===== src/sv/lut_1d_linear_interp_top_defines.svh =====
// Assertion macros used by the top level of the lookup table interpolator.
`ifndef LUT_1D_LINEAR_INTERP_TOP_DEFINES_SVH
`define LUT_1D_LINEAR_INTERP_TOP_DEFINES_SVH

// Same-cycle implication, checked on every rising edge outside reset.
`define LJI_ASSERT_IMP(name, ante, cons) \
  name: assert property (@(posedge clk_i) disable iff (!rst_ni) (ante) |-> (cons)) \
    else $error("lut_1d_linear_interp: assertion failed");

// Next-cycle implication, checked on every rising edge outside reset.
`define LJI_ASSERT_NEXT(name, ante, cons) \
  name: assert property (@(posedge clk_i) disable iff (!rst_ni) (ante) |=> (cons)) \
    else $error("lut_1d_linear_interp: assertion failed");

`endif


===== src/sv/lji_pkg.sv =====
// Package with the shared types, codes and defaults of the lookup table interpolator.
package lji_pkg;

  // Default parameter values.
  localparam int unsigned LUT_DEPTH_DEF  = 1024;
  localparam int unsigned PIXEL_BITS_DEF = 16;

  // Configuration port geometry.
  localparam int unsigned CFG_IW = 1;
  localparam int unsigned CFG_DW = 16;

  // Register indexes.
  localparam logic [CFG_IW-1:0] REG_LOW_BOUND  = 1'b0;
  localparam logic [CFG_IW-1:0] REG_HIGH_BOUND = 1'b1;

  // Item operation codes.
  typedef enum logic [0:0] {
    OP_WRITE = 1'b0,
    OP_PIXEL = 1'b1
  } opcode_e;

  // Clipping status of a result.
  typedef enum logic [1:0] {
    CLIP_NONE = 2'd0,
    CLIP_LOW  = 2'd1,
    CLIP_HIGH = 2'd2
  } clip_e;

  // Input item.
  typedef struct packed {
    logic [0:0]  opcode;
    logic [9:0]  entry_index;
    logic [15:0] entry_value;
    logic [15:0] pixel;
  } in_item_t;

  // Result item.
  typedef struct packed {
    logic [15:0] mapped_value;
    logic [1:0]  clip_status;
  } out_item_t;

endpackage


===== src/sv/lji_interp.sv =====
// Linear interpolation between two neighbouring table entries, rounded down.
module lji_interp import lji_pkg::*; #(
  parameter int unsigned PIXEL_BITS = PIXEL_BITS_DEF
) (
  input  logic [15:0]           y0_i,
  input  logic [15:0]           y1_i,
  input  logic [PIXEL_BITS-1:0] frac_i,
  output logic [15:0]           result_o
);

  localparam int unsigned MW = PIXEL_BITS + 18;

  logic signed [16:0]   diff;
  logic signed [MW-1:0] prod;
  logic signed [MW-1:0] sum;

  // y0 + floor(f * (y1 - y0) / 2^PIXEL_BITS) equals the weighted sum rounded down.
  assign diff     = $signed({1'b0, y1_i}) - $signed({1'b0, y0_i});
  assign prod     = MW'(diff) * $signed(MW'({1'b0, frac_i}));
  assign sum      = $signed(MW'({1'b0, y0_i})) + (prod >>> PIXEL_BITS);
  assign result_o = sum[15:0];

endmodule


===== config.mk =====
export PLATFORM = sky130hd
export DESIGN_NAME = lji_interp
export DESIGN_NICKNAME = d
export VERILOG_FILES = /design/src/sv/lut_1d_linear_interp_top_defines.svh /design/src/sv/lji_pkg.sv /design/src/sv/lji_interp.sv
export SDC_FILE = /design/constraint.sdc
export NUM_CORES = 1
export LEC_CHECK = 0
export BUFFER_PORTS_ARGS = -buffer_cell sky130_fd_sc_hd__buf_2
export CORE_ASPECT_RATIO = 1.5
export CORE_UTILIZATION = 30
export DETAILED_ROUTE_END_ITERATION = 10
export GPL_TIMING_DRIVEN = 0
export SETUP_SLACK_MARGIN = 0.05
export SLEW_MARGIN = 10
export SYNTH_ARGS = -nofsm -noshare
export SYNTH_HDL_FRONTEND = slang
export SYNTH_SLANG_ARGS = --single-unit

===== constraint.sdc =====
create_clock -name vclk -period 13.8
set_input_delay 2.07 -clock vclk [all_inputs]
set_output_delay 2.07 -clock vclk [all_outputs]
set_load 0.01 [all_outputs]

==> impl_metrics.csv <==
group,metric,value,unit
critical_path,cp_max_fo,10,
yosys,seq_area_frac_synth,0,%
grt,grt_remaining_overflow,0,
critical_path,slowest_delay,0.53,ns
yosys,avgSynthCellArea,8.65,µm²
grt,grt_pass1_wl,51.1,mm
cells_and_area,final_util,33.9,%
status,outcome,"completed",
sta,final-setup-viol-count,0,
critical_path,crit_cells,42,
yosys,synth.area.top_cells,"fa_1 46%, ha_1 12%, inv_1 12%, nand2_1 5.0%, and2_1 4.9%",
critical_path,path_class,"input pin to primary output",
yosys,postSynthCellCount,1331,
sta,hold_viol,0,
critical_path,worstSetupStartpointType,"input pin",
placed_design,gp_routability_congestion,0.905,
sta,setup_tns,0,ns
sta,finalCriticalPeriod,13.28,ns
cells_and_area,drive_gt1_share,9.87,%
sta,rsz0062_at_grt,"no",
grt,grt_pass1_vias,9858,
placed_design,port_buffers,56,
cells_and_area,areaGrowthSynthToFinish,10.8,%
worst_hold_path,min_from,"y0_i[0]",
critical_path,crit_family,"adder cells",
worst_hold_path,min_to,"result_o[0]",
yosys,synth_top_cell_by_area,"fa_1",
cells_and_area,nFlopsAndLatches,0,
worst_hold_path,hp-class,"input pin to primary output",
grt,grt_start_max_net_pins,11,
detailed_routing,wirelength,32.2,mm
critical_path,endpoint_kind,"primary output",
detailed_routing,route.detailed.drc,0,
detailed_routing,viasPerCell,4.70,
detailed_routing,wl_per_cell,17.0,µm
cells_and_area,seq_area,0,µm²
yosys,synth_top_cell_area_share,46.4,%
placed_design,dp_hpwl,28.0,mm
cells_and_area,layout_common_cells,"367 x inv_1, 265 x fa_1, 152 x nand2_1",
floorplan,dieHeight,242,µm
cells_and_area,layout.cells.most_common,"inv_1",
detailed_routing,via_count,8861,
floorplan,core,37700,µm²
floorplan,start_util,30.6,%
cells_and_area,num_antenna_cells,0,
yosys,synth_area,11500,µm²
cells_and_area,finish.net_count,1829,
cells_and_area,clock_buffers,0,
detailed_routing,ant_nets,0,
floorplan,io_pins,64,
yosys,yosys_warnings,0,
yosys,syn-num-nets,1760,
floorplan,fp.dieW,162,µm
sta,fmax,0.0753,GHz
floorplan,dieArea,39200,µm²
yosys,synth_cell_types,52,
sta,fin_crit_sh,96.2,%
clock_network,cts_hold_buf,0,
sta,worstMarginPinSlew,0.950,ns
floorplan,fp-row-count,87,
sta,slew_headroom,36.2,%
detailed_routing,dr.pass1.iters,5,
flow_run,cap_violations,0,
sta,slew_violations,0,
detailed_routing,drtIter0Drc,341,
grt,grt_usage,16.9,%
critical_path,critical_path_arrival,11.21,ns
worst_hold_path,hold_depth,3,
sta,whs,4.47,ns
critical_path,cp_common_cell,"fa_1",
critical_path,required,11.73,ns
critical_path,path_buf_inv,10,
grt,antenna_found_initial,0,
critical_path,cpMaxStageDelayCell,"fa_1",
synthesized netlist by cell type (all sizes together) (3+ instances only):
master    n
o21a      4
buf      10
clkbuf   36
xor2     17
nand2   153
and2     90
nor2b    23
inv     367
mux2      9
o211ai    4
nor3      8
o21ai    27
mux2i     8
nand2b   27
ha      114
o21bai    3
and4      3
nor2     35
a21oi    30
fa      267
nand3    16
a21o      8
xnor2    35
o31ai     3
and3     10
cell families after synthesis:
| kind of cell | share of synthesized area, % |
|---|---|
| AO/OA/AOI/OAI | 5.60 |
| XOR/XNOR | 3.96 |
| adder cells (fa/ha/maj) | 58.8 |
| buffers and inverters | 13.7 |
| multiplexers | 1.64 |
| AND/OR/NAND/NOR | 16.3 |
worst max-delay path by stage:
stage / end / start / slack, ns
finish: result_o[14] / y0_i[0] / 0.52
floorplan: result_o[14] / y1_i[0] / 1.36
detailed placement: result_o[14] / y0_i[0] / -0.60
CTS: result_o[14] / y0_i[0] / 0.05
global route: result_o[15] / y1_i[0] / 0.04
global placement: result_o[14] / y0_i[0] / -0.54
timing repair:
action / in CTS / in global routing
resized for setup: 15 / 45
buffers inserted: 2 / 11
pin swaps: 2 / 12
gates cloned: 0 / 0
endpoints found under the setup margin: 7 / 6
metal layers:
| layer | global-route usage (%) | vias to the layer above | wire length, µm |
|---|---|---|---|
| met2 | 33.0 | 248 | 18100 |
| met3 | 0.788 | 95 | 1080 |
| met5 | 0 | - | 0 |
| met1 | 17.6 | 4492 | 10800 |
| li1 | - | 4026 | - |
| met4 | 9.88 | 0 | 2120 |
metrics by stage:
| step | cells | worst slack, ns | area, µm² |
|---|---|---|---|
| floorplan | 1331 | 1.36 | 11500 |
| global placement | 1876 | -0.542 | 12400 |
| detailed placement | 1876 | -0.602 | 12400 |
| CTS | 1878 | 0.0544 | 12500 |
| global route | 1887 | 0.0363 | 12800 |
| finish | 1887 | 0.521 | 12800 |
area by class of cell:
type / count / area [µm²]
buffer: 44 / 199
fill: 4005 / 24900
inverter: 367 / 1380
multi-input combinational: 918 / 10200
tap: 489 / 612
timing repair buffer: 69 / 378
Power is not shown: default switching activity piles up to over one toggle a cycle in this logic, so the estimate is an artifact.
