==> config.mk <==
export PLATFORM = sky130hd
export DESIGN_NAME = lji_index
export DESIGN_NICKNAME = d
export VERILOG_FILES = /design/src/sv/lut_1d_linear_interp_top_defines.svh /design/src/sv/lji_pkg.sv /design/src/sv/lji_index.sv
export SDC_FILE = /design/constraint.sdc
export NUM_CORES = 1
export LEC_CHECK = 0
export ABC_AREA = 1
export BUFFER_PORTS_ARGS = -buffer_cell sky130_fd_sc_hd__buf_2
export CORE_MARGIN = 4
export CORE_UTILIZATION = 45
export DETAILED_ROUTE_END_ITERATION = 10
export PLACE_DENSITY = 0.82
export SLEW_MARGIN = 30
export SYNTH_ARGS = -nofsm -noshare
export SYNTH_HDL_FRONTEND = slang
export SYNTH_SLANG_ARGS = --single-unit
==> constraint.sdc <==
create_clock -name vclk -period 2.7
set_input_delay 0.405 -clock vclk [all_inputs]
set_output_delay 0.405 -clock vclk [all_outputs]
set_load 0.005 [all_outputs]
==> src/sv/lut_1d_linear_interp_top_defines.svh <==
// Assertion macros used by the top level of the lookup table interpolator.
`ifndef LUT_1D_LINEAR_INTERP_TOP_DEFINES_SVH
`define LUT_1D_LINEAR_INTERP_TOP_DEFINES_SVH

// Same-cycle implication, checked on every rising edge outside reset.
`define LJI_ASSERT_IMP(name, ante, cons) \
  name: assert property (@(posedge clk_i) disable iff (!rst_ni) (ante) |-> (cons)) \
    else $error("lut_1d_linear_interp: assertion failed");

// Next-cycle implication, checked on every rising edge outside reset.
`define LJI_ASSERT_NEXT(name, ante, cons) \
  name: assert property (@(posedge clk_i) disable iff (!rst_ni) (ante) |=> (cons)) \
    else $error("lut_1d_linear_interp: assertion failed");

`endif

==> src/sv/lji_pkg.sv <==
// Package with the shared types, codes and defaults of the lookup table interpolator.
package lji_pkg;

  // Default parameter values.
  localparam int unsigned LUT_DEPTH_DEF  = 1024;
  localparam int unsigned PIXEL_BITS_DEF = 16;

  // Configuration port geometry.
  localparam int unsigned CFG_IW = 1;
  localparam int unsigned CFG_DW = 16;

  // Register indexes.
  localparam logic [CFG_IW-1:0] REG_LOW_BOUND  = 1'b0;
  localparam logic [CFG_IW-1:0] REG_HIGH_BOUND = 1'b1;

  // Item operation codes.
  typedef enum logic [0:0] {
    OP_WRITE = 1'b0,
    OP_PIXEL = 1'b1
  } opcode_e;

  // Clipping status of a result.
  typedef enum logic [1:0] {
    CLIP_NONE = 2'd0,
    CLIP_LOW  = 2'd1,
    CLIP_HIGH = 2'd2
  } clip_e;

  // Input item.
  typedef struct packed {
    logic [0:0]  opcode;
    logic [9:0]  entry_index;
    logic [15:0] entry_value;
    logic [15:0] pixel;
  } in_item_t;

  // Result item.
  typedef struct packed {
    logic [15:0] mapped_value;
    logic [1:0]  clip_status;
  } out_item_t;

endpackage

==> src/sv/lji_index.sv <==
// Bound checks and table address and fraction calculation for one pixel.
module lji_index import lji_pkg::*; #(
  parameter int unsigned LUT_DEPTH  = LUT_DEPTH_DEF,
  parameter int unsigned PIXEL_BITS = PIXEL_BITS_DEF,
  localparam int unsigned AW = (LUT_DEPTH > 1) ? $clog2(LUT_DEPTH) : 1
) (
  input  logic [15:0]           pixel_i,
  input  logic [15:0]           low_bound_i,
  input  logic [15:0]           high_bound_i,
  output logic [AW-1:0]         x0_o,
  output logic [AW-1:0]         x1_o,
  output logic [PIXEL_BITS-1:0] frac_o,
  output clip_e                 clip_o
);

  // The integer part can exceed the table when the fraction is narrower than the pixel.
  localparam int unsigned XW = AW + 16;
  localparam int unsigned PW = PIXEL_BITS + XW;
  localparam logic [AW-1:0] LAST = AW'(LUT_DEPTH - 1);

  logic [PW-1:0] prod;
  logic [XW-1:0] x0_wide;
  logic [AW-1:0] x0_clamped;

  // Scale the pixel by the table depth and split off the fraction.
  assign prod       = PW'(pixel_i) * PW'(LUT_DEPTH);
  assign x0_wide    = prod[PW-1:PIXEL_BITS];
  assign x0_clamped = (x0_wide > XW'(LUT_DEPTH - 1)) ? LAST : x0_wide[AW-1:0];

  // Clipped pixels read a single end entry with a zero fraction.
  always_comb begin
    if (pixel_i <= low_bound_i) begin
      clip_o = CLIP_LOW;
      x0_o   = '0;
      x1_o   = '0;
      frac_o = '0;
    end else if (pixel_i >= high_bound_i) begin
      clip_o = CLIP_HIGH;
      x0_o   = LAST;
      x1_o   = LAST;
      frac_o = '0;
    end else begin
      clip_o = CLIP_NONE;
      x0_o   = x0_clamped;
      x1_o   = (x0_clamped == LAST) ? LAST : x0_clamped + AW'(1);
      frac_o = prod[PIXEL_BITS-1:0];
    end
  end

endmodule

==> results of run 1 <==
stage by stage:
stage                util  cell area (µm²)  hold WS (ns)  setup WS (ns)  instances
finish              0.588             1810          1.17          0.268        369
global route        0.588             1810          1.19         0.0751        369
CTS                 0.588             1810          1.17          0.255        369
detailed placement  0.588             1810          1.17          0.254        369
global placement    0.588             1810          1.17          0.276        369
floorplan               -             1490         0.919          0.729        263
worst max-delay path: stages:
cell and delay (ns):
sky130_fd_sc_hd__buf_2 0.15, sky130_fd_sc_hd__ha_1 0.33, sky130_fd_sc_hd__a21oi_1 0.15, sky130_fd_sc_hd__o21ai_1 0.12, sky130_fd_sc_hd__a21oi_4 0.23, sky130_fd_sc_hd__nand2_2 0.27
sky130_fd_sc_hd__nor2_1 0.20, sky130_fd_sc_hd__nor2_2 0.04, sky130_fd_sc_hd__buf_2 0.13
power groups by stage:
stage	Sequential [mW]	Clock (mW)	Combinational, mW
2_1_floorplan	0	0	0.224
3_3_place_gp	0	0	0.319
3_5_place_dp	0	0	0.325
4_1_cts	0	0	0.327
5_1_grt	0	0	0.373
6_report	0	0	0.324
routing by layer:
metal | global-route usage | vias to the layer above
li1 | - | 923
met1 | 0.211 | 687
met2 | 0.310 | 40
met3 | 0.00173 | 0
met4 | 0.00528 | 0
met5 | 0 | -
cell type report:
type | count | area [µm²] | area share
Tap cell | 44 | 55.1 | 0.0304
Multi-Input combinational cell | 199 | 1190 | 0.656
Inverter | 50 | 188 | 0.104
Timing Repair Buffer | 76 | 380 | 0.210
layout by cell type, fill, tap and decap left out, drive strengths merged:
cell / synthesis / final
buf: 14 / 76
nor2: 58 / 58
inv: 50 / 50
nand2: 47 / 47
ha: 33 / 33
nand3: 17 / 17
a21oi: 15 / 15
conb: 1 / 10
o21ai: 8 / 8
nand4: 4 / 4
o21a: 2 / 2
nor3: 2 / 2
nor4: 1 / 1
nand3b: 1 / 1
or2: 1 / 1
cell families (layout without fill, tap and decap cells):
kind of cell               Yosys count  after routing  share of synthesized area
and+or+nand+nor                    131            131                      0.407
buffers and inverters               64            126                      0.211
adders and majority gates           33             33                      0.283
AOI/OAI and AO/OA                   25             25                     0.0968
other                                1             10                    0.00257
worst max-delay path by stage:
stage | startpoint | end | slack [ns] | cells past startpoint
floorplan | low_bound_i[15] | x0_o[7] | 0.73 | 9
global placement | pixel_i[11] | clip_o[1] | 0.28 | 9
detailed placement | pixel_i[11] | x0_o[8] | 0.25 | 9
CTS | pixel_i[11] | x0_o[8] | 0.25 | 9
global route | pixel_i[13] | x0_o[2] | 0.08 | 9
finish | pixel_i[11] | x0_o[8] | 0.27 | 9
==> results by stage, run 1 <==
Synthesis:
- After synthesis, the cell types taking the most area are sky130_fd_sc_hd__ha_1 28%, sky130_fd_sc_hd__inv_1 13%, sky130_fd_sc_hd__nor2_1 12%.
- Among all cell types in the netlist, the one instantiated most often is sky130_fd_sc_hd__inv_1.
- The share of synthesized area occupied by flip-flops and latches is 0.
- The number of standard cells after synthesis is 254.
- The post-synthesis cell type with the largest combined area is sky130_fd_sc_hd__ha_1.
- The mean cell area of the mapped netlist is 5.75 µm².
- The Yosys step of the flow raised 0 warnings.
- The area fraction of the dominant cell type after synthesis is 0.283.
- Sorting the synthesized cells by how often they occur yields 50 x sky130_fd_sc_hd__inv_1, 48 x sky130_fd_sc_hd__nor2_1, 43 x sky130_fd_sc_hd__nand2_1, 33 x sky130_fd_sc_hd__ha_1, 16 x sky130_fd_sc_hd__nand3_1.
- In this run the cell area of the synthesized design comes to 1460 µm².
- The synthesized netlist contains 22 unique library cells.

Finish:
- The area added between synthesis and finish is 23.9%.
- The count of sequential standard cells is 0.
- Across the whole layout, storage elements account for 0 µm².
- For this run, the post-layout net count is 408.
- After layout, the clock buffer instance count stands at 0.
- Counting the fill cells in the layout gives 337.
- In the final layout, the share of cells above drive strength 1 is 0.289.
- The final antenna diode count is 0.

Drt:
- Routed signal wires occupy layers up through met3.
- In the final routing, the length of wire on met1 measures 1610 µm.
- Summed over all nets, wire length on met3 after detailed routing comes to 195 µm.
- The per-cell via count in the routed design is 4.47.
- After detailed routing, the met2 layer carries 1790 µm of wire.
- The detail route stage leaves a number of antenna-violating nets equal to 0.
- The number of remaining DRC errors is 0.
- The pre-antenna-repair detailed-routing pass consisted of 4 iterations.
- The routed wire length is 3600 µm.
- The number of design-rule violations left by the first detailed-router iteration is 69.
- Detailed routing inserted a total of 1,650 vias.
- Dividing the detail-routed wire length by the instance count gives 9.75 µm.

Timing:
- The number of slew-limit violations in the final report is 0.
- Setup repair after global routing left no endpoint under its margin.
- The final sum of negative setup slack is 0 ns.
- The period utilization is 0.901.
- The time the worst path needs with I/O delays and setup is 2.43 ns.
- The highest clock rate is 0.411 GHz.
- The final-report hold violation count is 0.
- Setup violations remaining at the end of the flow were counted as 0.

Power:
- The static power due to leakage is 1.19 nW.
- Dividing total power by cell area gives a power density of 179 nW/µm².
- VDD sags by at most 79.3 µV.
- The fraction of power spent switching nets is 0.573.
- The share of total power dissipated in sequential elements is 0.
- The cell-internal power is 138 µW.
- Summing internal, switching and leakage power gives 324 µW.
- Of the total power, combinational logic draws 1.000.
- The clock power share is 0.
- For this design the total switching power over the nets is 186 µW.

Global route:
- The total routing usage reported by global routing is 0.162.
- The maximum number of pins on one net before global-route repair is 29.
- The via count of the first global-routing pass is 1,415.
- The wire length of the first global-routing pass is 5790 µm.
- The number of antenna violations at the first check in global routing was 0.
- The global route total overflow is 0.

Critical path:
- The critical path required time is 2.30 ns.
- The worst setup path is launched from an input pin.
- The setup path with the least slack is of type input pin to primary output.
- The peak fanout along the critical path is 21.
- The type of destination of the critical path is a primary output.
- Data on the critical path arrives at its endpoint at 2.03 ns.

Die:
- The area of the placeable core is 3080 µm².
- In this run the vertical extent of the chip is 65.0 µm.
- The number of standard-cell rows in the floorplan is 20.
- The effective utilization at floorplan is 0.474.
- The area enclosed by the die boundary is 4220 µm².
- The top-level port count is 86.
- In this run the horizontal extent of the chip is 65.0 µm.

Worst hold path:
- The min-delay analysis places its worst path in the category input pin to primary output.
- The worst hold path was traced through 4 stages.
- The hold path startpoint is pixel_i[3].
- For hold timing, the worst endpoint is frac_o[13].

Outcome:
- The run finished with clean final reports.

CTS:
- Post-CTS repair changed the size of 0 cells.
- Once the clock tree was built, the setup fixing pass inserted 0 buffers.
- The number of buffers added to fix hold violations after cts is 0.

Run:
- Across the run, the number of max-cap violations was 0.

Placement:
- The congestion estimate from routability-driven global placement came to 0.870.
- The number of port buffers is 76.
- The HPWL reported at the end of detailed placement is 3120 µm.
No activity file was read; power rests on OpenSTA's default activity.
==> inputs of run 2 (changes only) <==
- GPL_TIMING_DRIVEN: default -> 0
==> results by stage, run 2 (synthesized netlist as in run 1, its figures left out) <==
Drt:
- The number of remaining DRC errors is 0.
- The number of nets still failing antenna checks after routing is 0.
- The number of detailed-route iterations in the first pass is 4.
- The routed wire length is 3700 µm.
- The number of design-rule violations left by the first detailed-router iteration is 96.
- After detailed routing, the number of vias per cell comes to 4.49.
- The routed layout has 1,720 vias.
- Dividing the detail-routed wire length by the instance count gives 9.65 µm.

Worst hold path:
- The worst hold path terminates at frac_o[10].
- The startpoint identified for the worst hold timing path is pixel_i[0].
- The worst hold path was traced through 4 stages.
- The worst min-delay path category is input pin to primary output.

Placement:
- The routability-driven placement congestion ratio is 0.912.
- The HPWL after detailed placement is 3270 µm.
- The number of port buffers is 76.
- The post-place instance area is 1930 µm².

Critical path:
- The delay contributed by the slowest stage of the critical path is 0.30 ns.
- Data on the critical path is required at its endpoint by 2.30 ns.
- STA classifies the critical path startpoint as an input pin.
- STA classifies the critical path endpoint as a primary output.
- The cell family contributing the most delay on the critical path is simple AND/OR/NAND/NOR gates.
- The data arrival time at the worst-slack endpoint is 1.97 ns.
- The peak fanout along the critical path is 10.
- The critical path crosses 14 cells after its start point.
- Counting both buffers and inverters, the worst setup path holds a total of 3.
- Traced cell by cell, the critical path runs through buf_2 > ha_1 > nand2_1 > nor2_1 > nor2_1 > nand2_1 > nand2_1 > nand2_1 > nand2_1 > nand2_2 > buf_6 > nor2_1 > nor2_2 > buf_2.
- The cell repeated most along the worst path is sky130_fd_sc_hd__nand2_1.
- Among all stages on the critical path, the largest delay is contributed by sky130_fd_sc_hd__ha_1.
- The setup path with the least slack is of type input pin to primary output.

Run:
- The max-cap check violation count is 0.

Timing:
- The final-report hold violation count is 0.
- The period utilization is 0.878.
- The number of slew-limit violations in the final report is 0.
- Setup repair after global routing left no endpoint under its margin.
- The highest clock rate is 0.422 GHz.
- The final sum of negative setup slack is 0 ns.
- The final setup violation count is 0.
- The clock period could shrink to 2.37 ns.

Die:
- The floorplan die height is 65.0 µm.
- The area enclosed by the die boundary is 4220 µm².
- The top-level port count is 86.
- The effective utilization at floorplan is 0.474.
- The number of standard-cell rows in the floorplan is 20.
- The die is 65.0 µm wide.
- The area of the placeable core is 3080 µm².

Finish:
- The top cell types in the final layout, fill and taps aside, are 76 x sky130_fd_sc_hd__buf_2, 50 x sky130_fd_sc_hd__inv_1, 48 x sky130_fd_sc_hd__nor2_1.
- The count of clock-net buffers in the final layout is 0.
- The layout has 310 filler cells.
- Registers take 0 µm².
- 0 antenna diodes ended up in the layout.
- Relative to the synthesized area, the layout overhead comes to 32.1%.
- The finished cells cover 1930 µm².
- The most common cell after layout, fill and taps aside is sky130_fd_sc_hd__buf_2.
- In the final design database the tool counted 422 nets.
- The count of sequential standard cells is 0.
- The layout cell share with drive strength beyond 1 is 0.319.

Power:
- For this design the ratio of total power to cell area is 183 nW/µm².
- For this design the static power due to leakage is 1.26 nW.
- The maximum vdd ir drop is 95.1 µV.

Global route:
- The number of antenna violations at the first check in global routing is 0.
- The total overflow left after global routing is 0.
- The via count of the first global-routing pass is 1,536.
- In the global route stage, overall resource usage came out at 0.173.
- The first global-routing pass estimated 6180 µm of wire.
- The maximum number of pins on one net before global-route repair is 11.

CTS:
- The number of setup buffers added after CTS is 0.
- Hold repair after CTS inserted 0 buffers.
- The post-cts repair resize count is 0.

Outcome:
- The run finished with clean final reports.
run 2: worst max-delay path by stage:
stage / start / end
6_report: pixel_i[3] / x0_o[8]
5_1_grt: pixel_i[3] / x0_o[8]
4_1_cts: pixel_i[3] / x0_o[8]
3_5_place_dp: pixel_i[3] / x0_o[8]
3_3_place_gp: pixel_i[3] / x0_o[7]
2_1_floorplan: low_bound_i[15] / x0_o[7]
run 2: layer usage:
metal | GRT usage | share of wire
met5 | 0 | 0
met2 | 0.333 | 0.50
met3 | 0.0104 | 0.057
met4 | 0.0237 | 0.0038
met1 | 0.213 | 0.43
run 2: per-stage QoR:
stage | utilization | worst slack, ns | hold slack [ns] | power [mW] | std cells
2_1_floorplan | - | 0.729 | 0.919 | 0.224 | 263
3_3_place_gp | 0.627 | 0.328 | 1.16 | 0.348 | 383
3_5_place_dp | 0.627 | 0.301 | 1.17 | 0.355 | 383
4_1_cts | 0.627 | 0.301 | 1.17 | 0.357 | 383
5_1_grt | 0.627 | 0.113 | 1.19 | 0.407 | 383
6_report | 0.627 | 0.330 | 1.16 | 0.353 | 383
run 2: final cells by class:
class / instances / area, µm² / share of cell area
multi-input combinational: 199 / 1190 / 0.615
inverter: 50 / 188 / 0.0973
tap: 44 / 55.1 / 0.0285
timing repair buffer: 76 / 380 / 0.197
buffer: 14 / 120 / 0.0623
run 2: power breakdown:
group / total (mW) / switching, mW / internal (mW)
clock: 0 / 0 / 0
sequential: 0 / 0 / 0
combinational: 0.353 / 0.191 / 0.162
==> inputs of run 3 (changes only) <==
- CORE_MARGIN: 4 -> default
- CORE_UTILIZATION: 45 -> 42
- PLACE_DENSITY: 0.82 -> 0.81
- clock period: 2.7 -> 1.9 ns (I/O delays scaled with it)
==> results by stage, run 3 (synthesized netlist as in run 1, its figures left out) <==
Finish:
- The area added between synthesis and finish is 91.2%.
- The library cell used most frequently in the layout, excluding fill and tap cells, is sky130_fd_sc_hd__buf_2.
- The final antenna diode count is 0.
- The count of clock-net buffers in the final layout is 0.
- The finished layout holds 402 standard cells, fillers aside.
- The final layout contains 439 nets.
- In the final layout, the share of cells above drive strength 1 is 0.570.
- In the final layout, flip-flops and latches occupy 0 µm².
- The top cell types in the final layout, fill and taps aside, are 56 x sky130_fd_sc_hd__buf_2, 43 x sky130_fd_sc_hd__inv_1, 35 x sky130_fd_sc_hd__nand2_1.
- The count of sequential standard cells is 0.

Placement:
- The HPWL reported at the end of detailed placement is 3140 µm.
- The number of port buffers is 76.
- The routability-driven placement congestion ratio is 0.878.
- The count of placed standard cells including taps is 385.

Global route:
- The number of antenna violations at the first check in global routing is 0.
- The via count of the first global-routing pass was 1,623.
- After global routing the overflow that remains totals 0.
- The wire length of the first global-routing pass is 6710 µm.
- The total routing usage reported by global routing is 0.233.
- Entering global routing, the biggest net connects 11 pins.

Drt:
- The routed design has 6540 µm of wire.
- The routed length per placed instance is 16.3 µm.
- The detail route stage leaves a number of antenna-violating nets equal to 0.
- The detailed router finished its first iteration with 258 violations.
- In the routed design, unresolved DRC markers number 0.
- In the routed layout, each cell is associated on average with a via count of 5.36.
- The total number of vias is 2,154.
- The number of detailed-route iterations in the first pass is 6.

Outcome:
- The checks that failed: negative setup slack.
- The run finished, with violations left.

Timing:
- The final setup violation count is 28.
- In the finished design, the share of the clock period the worst path needs comes to 1.11.
- Setup repair after global routing could not meet its margin everywhere.
- Derived from the worst setup path, the maximum achievable clock frequency is 0.472 GHz.
- The final-report hold violation count is 0.
- Once routing completed, OpenROAD measured the worst setup slack at -0.218 ns.
- The worst path in the final design needs a cycle of 2.12 ns, including I/O delays and setup.
- The number of slew-limit violations in the final report is 0.

Critical path:
- For the worst setup path, the data required time is 1.62 ns.
- STA classifies the critical path endpoint as a primary output.
- The critical path startpoint category is an input pin.
- Walking the worst path, the cells encountered are buf_6 > inv_2 > ha_4 > nand2_4 > nor4_4 > nand2_1 > nand2_2 > nand2_4 > buf_6 > nor2_2 > buf_2.
- In this design, the stage delay of the slowest critical-path cell is 0.34 ns.
- The data arrival time at the worst-slack endpoint is 1.83 ns.
- The cell at the slowest stage of the critical path is sky130_fd_sc_hd__nor4_4.
- In this run the worst path has a maximum fanout of 5.
- The classification of the worst setup path is input pin to primary output.

Die:
- The die span in x is 61.0 µm.
- The area of the placeable core is 3340 µm².
- The initialized floorplan defines 21 standard-cell rows.
- The die covers 3720 µm².
- The top-level port count is 86.
- In this run the vertical extent of the chip is 61.0 µm.
- The effective utilization at floorplan is 0.438.

CTS:
- The number of buffers added to fix hold violations after cts is 0.

Power:
- For this design the ratio of total power to cell area is 321 nW/µm².
- The maximum vdd ir drop is 177 µV.
- The static power due to leakage is 1.46 nW.
- The switching component of the power is 465 µW.
- The total chip power is 895 µW.
- The fraction of power spent switching nets is 0.519.
- The combinational fraction of design power is 1.000.
- Of the total power, the clock network draws 0.
- The sequential share of power is 0.
- The internal power of the cells totals 430 µW.

Worst hold path:
- In this run the worst hold path is classified as input pin to primary output.

Run:
- Across the run, the number of max-cap violations was 0.
==> run 3: cell types whose count changed in the layout (fill, tap and decap cells not counted), sizes merged <==
cell / change
nand2: +1
buf: +13
nand3: +1
clkbuf: +2
==> run 3: path summary, 6_finish.rpt <==
path                        from    endpoint  slack, ns  cells after the start
setup / recovery  low_bound_i[8]     x0_o[2]      -0.22                     11
hold / removal        pixel_i[0]  frac_o[10]       0.90                      4
==> run 3: per-stage QoR <==
step                hold slack, ns  worst slack [ns]   util  cell area (µm²)  TNS [ns]
global placement             0.910            -0.256  0.579             1930     -5.89
floorplan                    0.679             0.169      -             1490         0
finish                       0.901            -0.218  0.837             2790     -4.49
CTS                          0.907            -0.115  0.668             2230     -2.52
global route                 0.913            -0.433  0.837             2790     -6.44
detailed placement           0.920            -0.310  0.579             1930     -7.13
==> run 3: layer usage <==
| layer | vias to the layer above | track usage | wire length [µm] | share of wire |
|---|---|---|---|---|
| li1 | 990 | - | - | - |
| met2 | 137 | 0.463 | 3170 | 0.48 |
| met5 | - | 0 | 0 | 0 |
| met1 | 977 | 0.281 | 2470 | 0.38 |
| met3 | 50 | 0.0213 | 576 | 0.088 |
| met4 | 0 | 0.0130 | 318 | 0.049 |
==> run 3: power groups by stage <==
stage	registers, mW	logic (mW)	clock network (mW)
2_1_floorplan	0	0.318	0
3_3_place_gp	0	0.492	0
3_5_place_dp	0	0.505	0
4_1_cts	0	0.618	0
5_1_grt	0	0.972	0
6_report	0	0.895	0
==> run 3: final cells by class <==
| type | instances | area (µm²) |
|---|---|---|
| buffer | 14 | 136 |
| fill | 191 | 546 |
| inverter | 50 | 190 |
| multi-input combinational | 201 | 1700 |
| tap | 46 | 57.6 |
| timing repair buffer | 91 | 708 |
==> run 3: worst max-delay path: cells and delay by family <==
kind                     cells  cell delay (ns)
adder cells (fa/ha/maj)      1             0.27
AND/OR/NAND/NOR              6             0.88
buffers and inverters        4             0.40
==> run 3: timing repair <==
item | in CTS | in global routing
setup endpoints to repair | 28 | 28
gates cloned | 3 | 3
gates resized for setup | 48 | 109
pin swaps | 29 | 31
setup buffers | 6 | 5
